<file path="src/hw/rtl/s3x_pkg.sv">
`default_nettype none

package s3x_pkg;

  // Fixed field widths.
  localparam int PIX_W   = 32;
  localparam int COORD_W = 10;
  localparam int CFG_W   = 11;

  // Queue between the front and the back.
  localparam int QDEPTH = 4;
  localparam int QPTR_W = 2;
  localparam int QCNT_W = 3;

  // Register indexes, taken from paddr[2].
  localparam logic REG_WIDTH  = 1'b0;
  localparam logic REG_HEIGHT = 1'b1;

  // Register reset values.
  localparam logic [CFG_W-1:0] WIDTH_RESET  = 11'd64;
  localparam logic [CFG_W-1:0] HEIGHT_RESET = 11'd32;

  typedef logic [PIX_W-1:0] pix_t;

  // 3x3 neighborhood, indexed [row][column].
  typedef pix_t [2:0][2:0] win_t;

  // One queued item: the window after its update and the blocks it emits.
  typedef struct packed {
    win_t               win;
    logic [COORD_W-1:0] col;
    logic [COORD_W-1:0] row;
    logic               emit1;
    logic               emit2;
  } qent_t;

  // One result item: the nine output pixels in raster order.
  typedef struct packed {
    logic [COORD_W-1:0] col;
    logic [COORD_W-1:0] row;
    pix_t [8:0]         blk;
    logic               last;
  } res_t;

endpackage

`default_nettype wire

</file>
<file path="src/hw/rtl/s3x_queue.sv">
`default_nettype none

module s3x_queue
  import s3x_pkg::*;
(
  input  wire logic              clk,
  input  wire logic              rst,
  input  wire logic              push,
  input  wire qent_t             wdata,
  input  wire logic              pop,
  output qent_t                  rdata,
  output logic [QCNT_W-1:0]      count,
  output logic                   empty
);

  qent_t             entries [QDEPTH];
  logic [QPTR_W-1:0] wr_ptr;
  logic [QPTR_W-1:0] rd_ptr;

  // Entry storage.
  always_ff @(posedge clk) begin
    if (push) begin
      entries[wr_ptr] <= wdata;
    end
  end

  // Pointers and fill level.
  always_ff @(posedge clk) begin
    if (rst) begin
      wr_ptr <= '0;
      rd_ptr <= '0;
      count  <= '0;
    end else begin
      if (push) begin
        wr_ptr <= wr_ptr + QPTR_W'(1);
      end
      if (pop) begin
        rd_ptr <= rd_ptr + QPTR_W'(1);
      end
      if (push && !pop) begin
        count <= count + QCNT_W'(1);
      end else if (pop && !push) begin
        count <= count - QCNT_W'(1);
      end
    end
  end

  assign rdata = entries[rd_ptr];
  assign empty = (count == '0);

endmodule

`default_nettype wire

</file>
<file path="config.mk">
export PLATFORM = sky130hd
export DESIGN_NAME = s3x_queue
export DESIGN_NICKNAME = d
export VERILOG_FILES = /design/src/hw/rtl/s3x_pkg.sv /design/src/hw/rtl/s3x_queue.sv
export SDC_FILE = /design/constraint.sdc
export NUM_CORES = 1
export LEC_CHECK = 0
export BUFFER_PORTS_ARGS = -buffer_cell sky130_fd_sc_hd__buf_4
export CORE_UTILIZATION = 45
export CTS_CLUSTER_DIAMETER = 50
export DETAILED_ROUTE_END_ITERATION = 10
export GPL_ROUTABILITY_DRIVEN = 0
export SYNTH_ARGS = -nofsm -noshare
export SYNTH_HDL_FRONTEND = slang
export SYNTH_SLANG_ARGS = --single-unit
</file>
<file path="constraint.sdc">
create_clock -name clk -period 9.2 [get_ports clk]
set_input_delay 0.92 -clock clk [delete_from_list [all_inputs] [get_ports clk]]
set_output_delay 0.92 -clock clk [all_outputs]
set_load 0.005 [all_outputs]
</file>
### After elaboration in Yosys (flattened, before gate mapping)

Memory sizes are Yosys's and may differ from the RTL's. A register that Yosys moved wholly into a read port is not among the register bits.
Cells that the tools add are included.

* bitwise gates (word level): 0
* muxes and demuxes: 6
* divide/modulo/power cells: 0
* order comparisons: 0
* multipliers: 0
* reductions and logical operators: 6
* equal/unequal tests: 0
* shifts and indexed selects: 0
* add/sub/neg operators: 4

Operator list (count)
* $mux 3: 2
* $add 2x1->2 const B: 2
* $mux 2: 2
* $add 3x1->3 const B: 1
* $logic_not 3->1: 1
* $sub 3x1->3 const B: 1
* $logic_and 1x1->1: 2
* $logic_not 1->1: 2
* $mux 1: 2
* $reduce_bool 2->1: 1

* bits in latches: 0
* input bits: 314
* bits in registers: 7
* RAM bits: 1240
* memories: 1
* bits in read-only memories: 0
* word-level logic and storage cells: 20
* output and inout port bits: 314

Memories
* entries: words 4, bits a word 310, rd ports 1, clocked after Yosys merged registers in 1, write ports 1, line s3x_queue.sv:16 `qent_t entries [QDEPTH];`

### Logic depth before layout (Yosys ltp)

* word-level depth: 4
* mapped depth: 7
* gate-level depth less buffers: 7

### Worst setup path before layout

No wires, ideal clock.

* kind: input port to flip-flop
* start point: input push
* end point: memory entries[0][0] in the netlist's numbering, enable pin
* data required time: 8490 ps
* setup time: 710 ps
* stages on the path: 1
* buffers on the path: 0
* path slack: 581 ps
* arrival: 7909 ps
* cells stage by stage: and2_1

* longest elaborated chain between the ends: 2

RTL lines
* start: declaration: line s3x_queue.sv:8 `input wire logic push,`
* $mux 1: line s3x_queue.sv:22 `if (push) begin`
* $mux 1 (not written as such): line s3x_queue.sv:23 `entries[wr_ptr] <= wdata;`
* end: declaration: line s3x_queue.sv:16

No other way between the ends.

==> out/results.md <==
| Quantity | Value |
|:---|:---|
| Clk_lat worst skew | 0.72 ns |
| Depth of the most critical reg-to-reg path | 3 |
| # clock sinks | 1249 |
| Sw Ratio | 21.49% |
| Worst setup endpoint | rdata[263] |
| Mean routed wirelength per cell | 25.27 um |
| Slowest stage cell on the critical path | sky130_fd_sc_hd__buf_4 |
| Vertical die dimension | 319.9 um |
| Clock slew at the register clock pins of the worst setup and hold paths | 0.06 ns |
| Number of distinct library cells after synthesis | 21 |
| Synthesized net count | 1982 |
| Buffer levels on the longest clock path | 3 |
| Violation count after the first detailed-routing iteration | 1168 |
| Highest layer used for signal routing | met5 |
| Biggest area contributors in the synthesized netlist | sky130_fd_sc_hd__edfxtp_1, sky130_fd_sc_hd__mux4_2, sky130_fd_sc_hd__buf_12 |
| Summed negative setup slack over all endpoints | 0 ns |
| Floorplan Core Area | 0.1001 sq mm |
| Met1 routed wirelength after detailed routing | 36650 um |
| Effective utilization at floorplan | 45.42% |
| Total placed cells including tap cells | 3535 |
| Syn Inst Count | 1662 |
| Met3 layer wire length in the routed design | 7660 um |
| Post-detailed-routing wire length | 95610 um |
| Worst-path fanout max | 46 |
| Resized Gates After CTS | 0 |
| Worst hold-check path type | input port to flip-flop |
| Pre-CTS WS | 4.931 ns |
| Final worst-path setup slack | 4.390 ns |
| Net switching power figure | 2.800 mW |
| Required @ worst endpoint | 8.28 ns |
| Post-synthesis sequential area ratio | 82.26% |
| Critical Path Most Common Cell | sky130_fd_sc_hd__buf_4 |
| First drt pass iteration count | 5 |
| Commonest register cell after synthesis | sky130_fd_sc_hd__edfxtp_1 |
| Half-perimeter wire length after placement | 57370 um |
| Final clock skew | 0.01928 ns |
| Count of flip-flops with a built-in enable after synthesis | 1240 |
| Overall via count from detail_route | 20220 |
| Boundary pin count | 628 |
| Number of H-tree levels | 4 |
| Cell type with the largest total area after synthesis | sky130_fd_sc_hd__edfxtp_1 |
| Mapped Avg Cell Area | 27.37 sq um |
| Status | complete, no violations |
| Arrival time worst endpoint | 3.89 ns |
| CP max stage delay | 0.87 ns |
| End of the worst register-to-register path | entries[3][299] |
| Hold wc startpoint | wdata[69] |
| Power share of the sequential group | 50.8% |
| PD cells | 234.8 mW/mm^2 |
| Setup Viol. Count Final | 0 |
| Setup repair after global routing missed its margin | false |
| Final Hold Vio Count | 0 |
| ANT nets after route | 0 |
| Final layout net count | 2694 |
| Portion of the clock cycle consumed by the worst path in the final layout | 52.28% |
| Die Outline Area | 0.1023 sq mm |
| Most used standard cells in the synthesized netlist | sky130_fd_sc_hd__edfxtp_1, sky130_fd_sc_hd__mux4_2, sky130_fd_sc_hd__buf_12 |
| Internal Dissipation | 10.23 mW |
| Total met2 wirelength after detailed routing | 48550 um |
| Worst Tran Pin Value | 1.374 ns |
| CTS Hold Buffers Added | 0 |
| Highest ir drop seen on vdd | 168.2 uV |
| Reported leakage power | 18.49 nW |
| Share of flip-flops with an asynchronous set or reset after synthesis | 0% |
| Maximum number of pins on one net before global-route repair | 153 |
| Post-CTS setup repair buffer count | 0 |
| Number of buffer cells added on primary ports | 627 |
| Kind of critical path | flip-flop to output port |
| Clock tree from TritonCTS | yes |
| Post-synth top area share | 81.87% |
| Post-synthesis instance area | 0.04548 sq mm |
| Antenna violations before repair | 18 |
| Critical Path Sink Type | output port |
| Kind of start point of the critical path | flip-flop |
| Root Buffer | sky130_fd_sc_hd__clkbuf_16 |
| Global-route wire length before repair | 140500 um |
| Achievable Freq | 207.9 MHz |
| Clock network fraction of total power | 39.5% |
| Final routed DRC violation total | 0 |
| Layout-stage area growth over the synthesis result | 22.00% |
| Global-route usage over all layers | 18.77% |
| Total overflow reported by the global router | 0 |
| Max-capacitance violation count | 0 |
| Ratio of cells with drive above 1 in the final layout | 46.09% |
| Number of synthesized register bits | 1249 |
| Clock buffer count from CTS | 135 |
| Relative slew slack | 8.396% |
| Final max-slew violation count | 0 |
| Largest delay share family, worst path | buffers and inverters |
| Final-layout fill cell count | 7481 |
| Final min period | 4.810 ns |
| Vias in the first global route | 21380 |
| Yosys warnings | 0 |
| Die span in x | 319.9 um |
| Critical path, cell by cell | buf_4 -> buf_4 -> mux4_2 -> buf_4 |
| RR Startpoint | wr_ptr[0] |
| Floorplan row count | 116 |
| Number of standard cells in the final layout excluding fillers | 3784 |
| Number of stages on the worst setup path | 4 |
| CP bufs+invs | 3 |
| Setup slack on the worst flop-to-flop path | 6.47 ns |
| Combinational cell fraction of total power | 9.8% |
| Number of vias per cell after detailed routing | 5.342 |
| Worst Hold Margin | 0.3818 ns |
| Library cell with the highest instance count after synthesis | sky130_fd_sc_hd__edfxtp_1 |
[area by class of cell]
| type | instances | area, sq um | area share, % |
|---|---|---|---|
| Clock buffer | 168 | 3608 | 6.503 |
| Clock inverter | 77 | 638.1 | 1.150 |
| Sequential cell | 1249 | 37420 | 67.44 |
| Multi-Input combinational cell | 339 | 7214 | 13.00 |
| Timing Repair Buffer | 645 | 4955 | 8.929 |
| Antenna cell | 4 | 10.01 | 0.01804 |
| Inverter | 4 | 15.01 | 0.02706 |
| Tap cell | 1298 | 1624 | 2.927 |
[kinds of logic (layout without fill, tap and decap cells)]
family | count (synthesis) | count (layout) | share of synthesized area (%)
AOI/OAI and AO/OA | 2 | 2 | 0.02199
xor gates and xnor gates | 5 | 5 | 0.09630
adders and majority gates | 6 | 6 | 0.1816
buffers and inverters | 74 | 894 | 1.898
DFF | 1249 | 1249 | 82.26
muxes | 312 | 312 | 15.39
other | 0 | 4 | 0
and+or+nand+nor | 14 | 14 | 0.1458
[worst min path at each step]
stage	to	slack [ns]	cells after the start
finish	entries[2][69]	0.38	1
global placement	count[2]	0.49	2
CTS	entries[2][69]	0.31	1
floorplan	flip-flop	0.48	2
global route	entries[1][13]	0.34	1
detailed placement	count[2]	0.51	2
[sequential cells by signal (all words and copies together), names as in the netlist, named ones only]
name and count:
entries 1240, count 3, rd_ptr 2, wr_ptr 2
[routing by layer]
layer | track usage [%] | vias up
met5 | 0 | -
met4 | 6.986 | 28
met3 | 6.896 | 180
met2 | 30.78 | 564
met1 | 22.77 | 10750
li1 | - | 8697
[cell usage in the layout (no fill, tap or decap), types with 5 or more instances in the layout]
master / n
sky130_fd_sc_hd__bufinv_16: 8
sky130_fd_sc_hd__clkinv_1: 34
sky130_fd_sc_hd__buf_12: 9
sky130_fd_sc_hd__ha_1: 5
sky130_fd_sc_hd__clkbuf_16: 140
sky130_fd_sc_hd__mux4_2: 310
sky130_fd_sc_hd__clkinv_2: 17
sky130_fd_sc_hd__dfxtp_1: 7
sky130_fd_sc_hd__buf_4: 636
sky130_fd_sc_hd__inv_6: 8
sky130_fd_sc_hd__clkbuf_1: 28
sky130_fd_sc_hd__clkinvlp_4: 5
sky130_fd_sc_hd__edfxtp_1: 1240
sky130_fd_sc_hd__nor2_1: 7
[power groups by stage]
stage / registers, mW / clock network, mW / logic, mW
5_1_grt: 6.63 / 5.49 / 1.36
2_1_floorplan: 6.79 / 0 / 0.653
6_report: 6.61 / 5.14 / 1.27
3_5_place_dp: 6.73 / 0 / 1.30
3_3_place_gp: 6.72 / 0 / 1.29
4_1_cts: 6.62 / 5.27 / 1.31
[worst reg2reg max path: cells and delay by family (launching register included)]
family / cells / cell delay, ns
simple gates: 1 / 0.75
flops: 1 / 0.40
fa+ha+maj: 1 / 0.17
buf+inv: 1 / 0.61
[per-stage QoR]
stage	area [sq um]	power [mW]	utilization, %
3_5_place_dp	51230	8.038	51.16
2_1_floorplan	45480	7.439	-
6_report	55490	13.03	55.41
4_1_cts	55480	13.19	55.40
3_3_place_gp	51230	8.011	51.16
5_1_grt	55490	13.48	55.41
Power figures use the tool's default switching activity.
