### src/hw/rtl/s3x_pkg.sv
`default_nettype none

package s3x_pkg;

  // Fixed field widths.
  localparam int PIX_W   = 32;
  localparam int COORD_W = 10;
  localparam int CFG_W   = 11;

  // Queue between the front and the back.
  localparam int QDEPTH = 4;
  localparam int QPTR_W = 2;
  localparam int QCNT_W = 3;

  // Register indexes, taken from paddr[2].
  localparam logic REG_WIDTH  = 1'b0;
  localparam logic REG_HEIGHT = 1'b1;

  // Register reset values.
  localparam logic [CFG_W-1:0] WIDTH_RESET  = 11'd64;
  localparam logic [CFG_W-1:0] HEIGHT_RESET = 11'd32;

  typedef logic [PIX_W-1:0] pix_t;

  // 3x3 neighborhood, indexed [row][column].
  typedef pix_t [2:0][2:0] win_t;

  // One queued item: the window after its update and the blocks it emits.
  typedef struct packed {
    win_t               win;
    logic [COORD_W-1:0] col;
    logic [COORD_W-1:0] row;
    logic               emit1;
    logic               emit2;
  } qent_t;

  // One result item: the nine output pixels in raster order.
  typedef struct packed {
    logic [COORD_W-1:0] col;
    logic [COORD_W-1:0] row;
    pix_t [8:0]         blk;
    logic               last;
  } res_t;

endpackage

`default_nettype wire

### src/hw/rtl/s3x_back.sv
`default_nettype none

module s3x_back
  import s3x_pkg::*;
(
  input  wire logic   clk,
  input  wire logic   rst,
  input  wire logic   q_empty,
  input  wire qent_t  q_head,
  output logic        q_pop,
  output logic        out_valid,
  input  wire logic   out_ready,
  output res_t        res
);

  logic second;
  logic use_cc2;
  logic last;
  logic load;
  pix_t a, b, c, d, e, f, g, h, i;
  logic db, bf, dh, hf;
  res_t res_next;

  // The left block of an item goes first; the right edge block follows it.
  assign use_cc2 = second || !q_head.emit1;
  assign last    = use_cc2 || !q_head.emit2;
  assign load    = !q_empty && (!out_valid || out_ready);
  assign q_pop   = load && last;

  // Neighborhood of the selected center column; the right edge repeats itself.
  always_comb begin
    a = use_cc2 ? q_head.win[0][1] : q_head.win[0][0];
    b = use_cc2 ? q_head.win[0][2] : q_head.win[0][1];
    c = q_head.win[0][2];
    d = use_cc2 ? q_head.win[1][1] : q_head.win[1][0];
    e = use_cc2 ? q_head.win[1][2] : q_head.win[1][1];
    f = q_head.win[1][2];
    g = use_cc2 ? q_head.win[2][1] : q_head.win[2][0];
    h = use_cc2 ? q_head.win[2][2] : q_head.win[2][1];
    i = q_head.win[2][2];
  end

  // Edge rules.
  assign db = (d == b) && (b != f) && (d != h);
  assign bf = (b == f) && (b != d) && (f != h);
  assign dh = (d == h) && (d != b) && (h != f);
  assign hf = (h == f) && (d != h) && (b != f);

  always_comb begin
    res_next.col    = use_cc2 ? q_head.col : q_head.col - COORD_W'(1);
    res_next.row    = q_head.row;
    res_next.blk[0] = db ? d : e;
    res_next.blk[1] = ((db && (e != c)) || (bf && (e != a))) ? b : e;
    res_next.blk[2] = bf ? f : e;
    res_next.blk[3] = ((db && (e != g)) || (dh && (e != a))) ? d : e;
    res_next.blk[4] = e;
    res_next.blk[5] = ((bf && (e != i)) || (hf && (e != c))) ? f : e;
    res_next.blk[6] = dh ? d : e;
    res_next.blk[7] = ((dh && (e != i)) || (hf && (e != g))) ? h : e;
    res_next.blk[8] = hf ? f : e;
    res_next.last   = last;
  end

  // Output register and the block-select flag.
  always_ff @(posedge clk) begin
    if (rst) begin
      out_valid <= 1'b0;
      second    <= 1'b0;
    end else begin
      if (load) begin
        out_valid <= 1'b1;
        second    <= !last;
      end else if (out_ready) begin
        out_valid <= 1'b0;
      end
    end
  end

  always_ff @(posedge clk) begin
    if (load) begin
      res <= res_next;
    end
  end

endmodule

`default_nettype wire

### config.mk
export PLATFORM = sky130hd
export DESIGN_NAME = s3x_back
export DESIGN_NICKNAME = d
export VERILOG_FILES = /design/src/hw/rtl/s3x_pkg.sv /design/src/hw/rtl/s3x_back.sv
export SDC_FILE = /design/constraint.sdc
export NUM_CORES = 1
export LEC_CHECK = 0
export BUFFER_PORTS_ARGS = -buffer_cell sky130_fd_sc_hd__clkbuf_2
export CAP_MARGIN = 5
export CELL_PAD_IN_SITES_DETAIL_PLACEMENT = 1
export CELL_PAD_IN_SITES_GLOBAL_PLACEMENT = 2
export CORE_MARGIN = 5
export CORE_UTILIZATION = 30
export CTS_CLUSTER_SIZE = 20
export DETAILED_ROUTE_END_ITERATION = 12
export PLACE_DENSITY = 0.82
export SLEW_MARGIN = 40
export SYNTH_ARGS = -nofsm -noshare
export SYNTH_HDL_FRONTEND = slang
export SYNTH_SLANG_ARGS = --single-unit
### constraint.sdc
create_clock -name clk -period 46.9 [get_ports clk]
set_clock_uncertainty 0.15 [all_clocks]
set_input_delay 2.345 -clock clk [delete_from_list [all_inputs] [get_ports clk]]
set_output_delay 2.345 -clock clk [all_outputs]
set_load 0.01 [all_outputs]
# After elaboration in Yosys (flattened, before gate mapping)

Cells that the tools add are included.

Multiplexer cells: 17
$add $sub $neg: 1
Equality and inequality tests: 14
Reduce and logical (&&, ||, !) cells: 31

Operators with widths:

| cell                    | count |
|---|---|
| $mux W32                | 14 |
| $ne A32 B32 Y1          | 10 |
| $eq A32 B32 Y1          | 4 |
| $logic_and A1 B1 Y1     | 18 |
| $mux W10                | 1 |
| $sub A10 B1 Y10 const B | 1 |
| $logic_or A1 B1 Y1      | 7 |
| $logic_not A1 Y1        | 5 |
| $mux W1                 | 2 |
| $reduce_bool A2 Y1      | 1 |

Bits of input ports: 314
Output and inout bits: 311
Bits in registers: 311

# Depth between registers and ports, before layout

Gate-level depths: netlist (run 1).

Depth after elaboration: 9
Mapped depth: 12
Depth with buffers taken out: 9

# Least setup slack after synthesis (run 1)

OpenSTA, ideal clock, no wires.

Path kind: input port to output port
From: input port out_ready
To: output port q_pop
Cell stages on the path: 3
Arrival: 17360 ps
Data required time: 44405 ps
Setup slack: 27045 ps
Path through: nand2b_1 > nor2b_1 > and2_1

Cells in the longest elaborated chain, start to end: 3

Ends and longest elaborated chain:

| element             | line           | RTL |
|---|---|---|
| from (decl)         | s3x_back.sv:12 | `input wire logic out_ready,` |
| $logic_or A1 B1 Y1  | s3x_back.sv:27 | `assign load = !q_empty && (!out_valid \|\| out_ready);` |
| $logic_and A1 B1 Y1 | s3x_back.sv:27 |  |
| via load            | s3x_back.sv:19 | `logic load;` |
| $logic_and A1 B1 Y1 | s3x_back.sv:28 | `assign q_pop = load && last;` |
| to (decl)           | s3x_back.sv:10 | `output logic q_pop,` |

The timed path passes the listed nets, and every way through them passes these cells.

==> summary.txt, run 1 <==
Clock tree
  • Post_cts resized: 0
  • Num Clock Sinks: 311
  • CTS HTree Levels: 2
  • Clk Latency, worst-skew pair: 540 ps
  • Clock root buffer: clkbuf_16
  • Post-CTS Setup Inserts: 0
  • CTS hold repair buffers: 0
  • CTS tree: yes
  • Maximum root-to-sink buffer count: 3
  • TritonCTS buffer count: 38
  • Worst-path clk slew: 60 ps

Layout
  • Footprint of the multi-input gates: 8220 µm²
  • Final Instance Area: 23,400 µm²
  • # nets final: 2,445
  • Seq. cell area: 9320 µm²
  • Fillers: 6,768
  • Synth-to-Final Area Change: 27.4%
  • Non-Filler Instances: 2,950
  • Layout cells sized above 1: 35.9%

Die
  • CORE AREA: 60,500 µm²
  • Die area: 66,300 µm²
  • Die H: 257 µm
  • Die span in x: 257 µm
  • Starting Density: 30.4%
  • Floorplan row count: 90
  • I/O Pins: 625

Synth
  • Ys async rst share: 0%
  • Top cell type's share of synthesized area: 50.5%
  • Area contributors post-synth: edfxtp_1, mux2i_1, xnor2_1, xor2_1, mux2_2
  • Register area share after synthesis: 50.7%
  • Most instantiated cells after synthesis: edfxtp_1, mux2i_1, xnor2_1
  • Synth Cell Area: 18,400 µm²
  • Cells after Synth: 1,553
  • Synthesized Nets: 1,868
  • Yosys reg bits: 311
  • Area leader, netlist: edfxtp_1
  • Ys Warns: 0
  • Ys flop type: edfxtp_1
  • Post-synth EDFFs: 309
  • Syn Area/Cell: 11.8 µm²
  • Count of cell types in the netlist: 64
  • Top-count cell post-synth: edfxtp_1

Place
  • Hpwl dp: 80.6 mm
  • Number of port buffers: 624
  • Placed Cells: 2,872
  • Placer's final routability congestion estimate: 0.973
  • Area post-placement: 22,200 µm²

STA
  • Fin crit share: 13.8%
  • Post-route setup TNS: 0 ps
  • Max Clock Freq: 155 MHz
  • Relative slew slack: 42.1%
  • RSZ-0062 raised after global routing: no
  • Final Critical Period: 6450 ps
  • Final setup fails: 0
  • Pins Over Slew Limit: 0
  • Hold Vio Cnt, Final: 0
  • Worst-Margin Slew: 868 ps

Setup path
  • CP Launch Type: input pin
  • Worst Path Buf+Inv: 4
  • Crit-path most repeated cell: buf_4
  • FF-to-FF End: res[58]
  • CP cell instances: clkbuf_2 > nor2b_4 > buf_12 > buf_4 > o21ai_0 > nor4_1 > nand4_1 > a21oi_1 > nor4b_2 > o32a_2 > buf_4 > mux2i_1
  • Critical path fanouts, max: 115
  • Worst EP arrival: 6560 ps
  • Critical-path top delay cell: o32a_2
  • Critical Path End Type: flip-flop
  • Worst reg-to-reg path cell count: 8
  • FF-to-FF setup slack: 42,040 ps
  • Critical Path Max Stage Delay: 730 ps
  • RR Startpoint: second
  • Worst EP required: 47,010 ps
  • Top delay family on crit path: buffers and inverters
  • Worst setup path class: input pin to flip-flop

GRT
  • GR Overflow Total: 0
  • Largest net degree at the start of global routing: 116
  • Number of antenna violations at the first check in global routing: 23
  • GRT Util Overall: 28.9%
  • Vias in the first global route: 16,500
  • First-pass GRT wire length: 136 mm

Drt
  • DR WL/cell: 34.2 µm
  • DRC: 0
  • DRT Pass-1 Iters: 5
  • Initial DRC Count: 1,382
  • Vias post-DR: 15,800
  • Final wirelength: 101 mm
  • Vias per Instance: 5.35
  • Antenna-violating nets left: 0

Job
  • Max Cap Viol: 0

Power
  • PwrDens: 33.9 nW/µm²
  • Maximum VDD drop: 0.0000249 V
  • Leakage: 9.96 nW

Hold path
  • Cell depth of the worst min-delay path: 2
  • Hold endpoint: out_valid
  • HP Start: out_valid
  • Worst hold path class: flip-flop to flip-flop

Run status
  • Status: finished, final reports clean
==> registers in the layout, indices dropped and copies added, names as in the netlist <==
register,count
res,309
second,1
out_valid,1
==> how the worst max path moves through the flow <==
stage	slack, ps	depth (start not counted)	startpoint	end
after floorplan	27050	3	out_ready	q_pop
after global placement	39830	11	q_head[1]	res[181]
after detailed placement	39900	12	q_head[1]	res[44]
after CTS	40510	12	q_head[1]	res[44]
after global routing	40280	12	q_head[1]	res[63]
final	40450	12	q_head[1]	res[58]
==> area by class of cell <==
class	instances	area share (%)
Antenna cell	10	0.107
Clock inverter	17	0.561
Multi-Input combinational cell	1042	35.1
Clock buffer	51	4.54
Sequential cell	311	39.8
Tap cell	782	4.18
Inverter	92	1.48
Timing Repair Buffer	645	14.2
==> power breakdown <==
part / internal (W) / switching [W]
registers: 0.000333 / 0.00000672
logic: 0.0000548 / 0.000111
clock network: 0.000170 / 0.000119
total: 0.000557 / 0.000237
==> cells in the final DEF, fill, tap and decap left out, types with 16 or more instances in the layout <==
cell       Yosys  routed
nor4_1        39      39
clkbuf_16      0      41
nand3_1       16      16
clkbuf_2       0     624
nand4_1       37      37
mux2i_1      220     220
nor2_1        98      97
edfxtp_1     309     309
nand2_1       29      28
a21oi_1       98      98
mux2_2        59      59
inv_1         90      90
xor2_1       114     114
xnor2_1      161     161
nand2b_1      25      24
==> cell families (layout without fill, tap and decap cells) <==
family | count (synthesis) | count (layout) | synth area share (%)
other | 0 | 10 | 0
xor gates and xnor gates | 275 | 275 | 13.1
muxes | 289 | 289 | 16.2
buffers and inverters | 200 | 805 | 4.79
adders and majority gates | 1 | 1 | 0.0681
AOI/OAI and AO/OA | 199 | 199 | 7.23
DFF | 311 | 311 | 50.7
and+or+nand+nor | 278 | 278 | 7.85
==> worst register-to-register path: cells and delay by family, from the launching register on <==
family | cells | cell delay, ps
DFF | 1 | 410
buffers and inverters | 2 | 1240
muxes | 1 | 170
and+or+nand+nor | 3 | 1470
AOI/OAI and AO/OA | 2 | 1140
==> per-layer routing <==
layer / GRT usage [%] / vias up / routed length (µm)
met5: 0 / - / 134
met4: 5.95 / 24 / 2190
met3: 7.12 / 124 / 7570
met2: 49.9 / 712 / 49800
met1: 36.9 / 8118 / 41100
li1: - / 6812 / -
==> stage by stage <==
| stage | total power, W | util, % | hold slack (ps) | setup WS [ps] |
|---|---|---|---|---|
| 2_1_floorplan | 0.000429 | - | 303 | 27050 |
| 3_3_place_gp | 0.000507 | 36.6 | 333 | 39830 |
| 3_5_place_dp | 0.000509 | 36.7 | 366 | 39900 |
| 4_1_cts | 0.000800 | 38.6 | 374 | 40510 |
| 5_1_grt | 0.000821 | 38.7 | 416 | 40280 |
| 6_report | 0.000794 | 38.7 | 369 | 40450 |
(Power assumes the default switching activity.)
==> run 2, diff against run 1 <==
==> constraint.sdc (replaced) <==
create_clock -name clk -period 6.4 [get_ports clk]
set_clock_uncertainty 0.15 [all_clocks]
set_input_delay 0.32 -clock clk [delete_from_list [all_inputs] [get_ports clk]]
set_output_delay 0.32 -clock clk [all_outputs]
set_load 0.01 [all_outputs]
==> run 2 against run 1 <==
Global-route usage increased by 0.067 points. Sequential share of layout area down 0.57 points. Hold slack got worse by 300 ps. Wire length grew 0.13%. Non-clock buffer count rose by 27. Power grew to 7.4 times the previous value. Register-to-register slack worse by 40000 ps. Sequential power grew to 7.3 times the previous value. Die area did not move. Count of clock-buffer cells in the layout shrank 6. Sequential cell count unchanged. Cell count grew 1.1%. Critical path type is now flip-flop to flip-flop. Highest routed layer unchanged.
==> summary.txt, run 2 (synthesis gave the netlist of run 1 again) <==
Run status
  • Status: finished, final reports clean

Power
  • Net Sw Power: 0.00173 W
  • Maximum VDD drop: 0.000168 V
  • Reg power frac: 42.5%
  • Sw Share: 29.5%
  • PwrDens: 246 nW/µm²
  • Internal cell power: 0.00413 W
  • Leakage: 10.1 nW
  • Comb power frac: 20.9%
  • Clk pwr share: 36.6%

Setup path
  • FF-to-FF setup slack: 1670 ps
  • Crit path from: second
  • Crit-path most repeated cell: buf_4
  • RR Startpoint: second
  • CP cell instances: nor2b_4 > buf_4 > nand2_1 > nor4_1 > a31oi_1 > nor4_2 > nor2b_1 > a32oi_4 > buf_4 > mux2_2
  • FF-to-FF End: res[192]
  • CP Launch Type: flip-flop
  • Setup crit end: res[192]
  • Worst setup path class: flip-flop to flip-flop
  • Critical path fanouts, max: 27
  • Critical Path End Type: flip-flop
  • Critical-path top delay cell: a32oi_4
  • Worst EP arrival: 4880 ps
  • Worst reg-to-reg path cell count: 10
  • Worst EP required: 6550 ps
  • Critical Path Max Stage Delay: 620 ps

Drt
  • Antenna-violating nets left: 0
  • DRC: 0
  • DRT Pass-1 Iters: 5
  • DR WL/cell: 33.8 µm
  • Vias post-DR: 16,000
  • Initial DRC Count: 1,371
  • Final wirelength: 101 mm
  • Vias per Instance: 5.36

STA
  • Final setup fails: 0
  • Hold Vio Cnt, Final: 0
  • Post-route setup TNS: 0 ps
  • Worst-Margin Slew: 840 ps
  • Final Critical Period: 4730 ps
  • Pins Over Slew Limit: 0
  • Max Clock Freq: 212 MHz
  • RSZ-0062 raised after global routing: no
  • Fin crit share: 73.9%
  • Relative slew slack: 42.6%

Clock tree
  • TritonCTS buffer count: 38
  • Clk Latency, worst-skew pair: 540 ps
  • Post-CTS Setup Inserts: 0
  • Clock root buffer: clkbuf_16
  • Num Clock Sinks: 311
  • Maximum root-to-sink buffer count: 3
  • Worst-path clk slew: 50 ps
  • CTS HTree Levels: 2
  • CTS tree: yes

Layout
  • Max reg flops: 309
  • Final Instance Area: 23,700 µm²
  • Commonest non-fill, non-tap cell in the layout: clkbuf_2
  • # nets final: 2,472
  • Layout cells sized above 1: 35.8%
  • Non-Filler Instances: 2,981
  • Fillers: 6,693
  • Most flops, register: res
  • Largest registers: res: 309 flops, out_valid: 1 flops, second: 1 flops
  • Seq. cell area: 9320 µm²
  • Synth-to-Final Area Change: 29.3%
  • Footprint of the multi-input gates: 8230 µm²
  • Most frequent cells in the layout: clkbuf_2, edfxtp_1, mux2i_1

Place
  • Hpwl dp: 81.2 mm
  • Number of port buffers: 624
  • Area post-placement: 22,300 µm²
  • Placer's final routability congestion estimate: 0.990
  • Placed Cells: 2,876

GRT
  • GR Util met1: 35.5%
  • Vias in the first global route: 17,000
  • Global-route met3 utilization: 7.89%
  • GRT met2 Usage: 49.4%
  • GR Overflow Total: 0
  • Grt peak-use layer: met2
  • Largest net degree at the start of global routing: 145
  • Number of antenna violations at the first check in global routing: 23
  • GRT Util Overall: 28.9%
  • First-pass GRT wire length: 137 mm

Die
  • Die area: 66,300 µm²
  • Floorplan row count: 90
  • I/O Pins: 625
  • Starting Density: 30.4%
  • Die span in x: 257 µm
  • Die H: 257 µm
  • CORE AREA: 60,500 µm²

Hold path
  • Worst hold path class: input pin to flip-flop
  • Cell depth of the worst min-delay path: 3

Job
  • Max Cap Viol: 0
run 2: cell count changes in the layout (fill, tap and decap cells not counted), sizes merged:
cell         before  now
dlygate4sd3       0   22
clkbuf          675  669
buf              21   26
diode            10   15
bufinv            2    4
inv              91   93
clkinv           15   16
run 2: final cells by class:
class / count / area share (%)
antenna: 15 / 0.158
tap: 782 / 4.12
sequential: 311 / 39.2
clock buffer: 45 / 4.20
clock inverter: 22 / 0.869
multi-input combinational: 1042 / 34.7
timing repair buffer: 672 / 15.3
inverter: 92 / 1.45
run 2: worst min path at each step:
stage	endpoint	startpoint	slack [ps]
finish	res[49]	q_head[70]	70
detailed placement	res[297]	q_head[10]	350
global route	res[62]	q_head[115]	80
floorplan	out_valid	rst	240
global placement	out_valid	out_valid	340
CTS	res[255]	q_head[276]	40
run 2: metal layers:
layer / wire length [µm] / up-vias
met5: 103 / -
met4: 3650 / 16
met3: 7820 / 179
met2: 49100 / 734
met1: 40200 / 8166
li1: - / 6873
run 2: what timing repair did:
item | in CTS | in global routing
endpoints found under the hold margin | 22 | 0
gates resized for setup | 0 | 0
hold buffers | 22 | 0
setup endpoints to repair | 0 | 0
run 2: worst max-delay path, delay by kind of cell, from the launching register on:
family          cells  cell delay, ps
compound gates      2             770
buf+inv             2             980
flops               1             350
mux                 1             390
simple gates        5            1780
run 2: power by group through the flow:
stage / logic (W) / registers (W) / clock network [W]
3_3_place_gp: 0.00117 / 0.00253 / 0
3_5_place_dp: 0.00119 / 0.00253 / 0
5_1_grt: 0.00128 / 0.00250 / 0.00227
4_1_cts: 0.00121 / 0.00249 / 0.00218
2_1_floorplan: 0.000486 / 0.00261 / 0
6_report: 0.00122 / 0.00249 / 0.00214
run 2: stage by stage:
| stage | hold slack [ps] | setup slack [ps] | power, W | utilization, % |
|---|---|---|---|---|
| floorplan | 239 | 422 | 0.00310 | - |
| global placement | 335 | 1690 | 0.00370 | 36.7 |
| finish | 65.6 | 1670 | 0.00585 | 39.3 |
| CTS | 35.6 | 1780 | 0.00588 | 39.2 |
| detailed placement | 349 | 1630 | 0.00372 | 36.8 |
| global route | 79.8 | 1670 | 0.00605 | 39.2 |
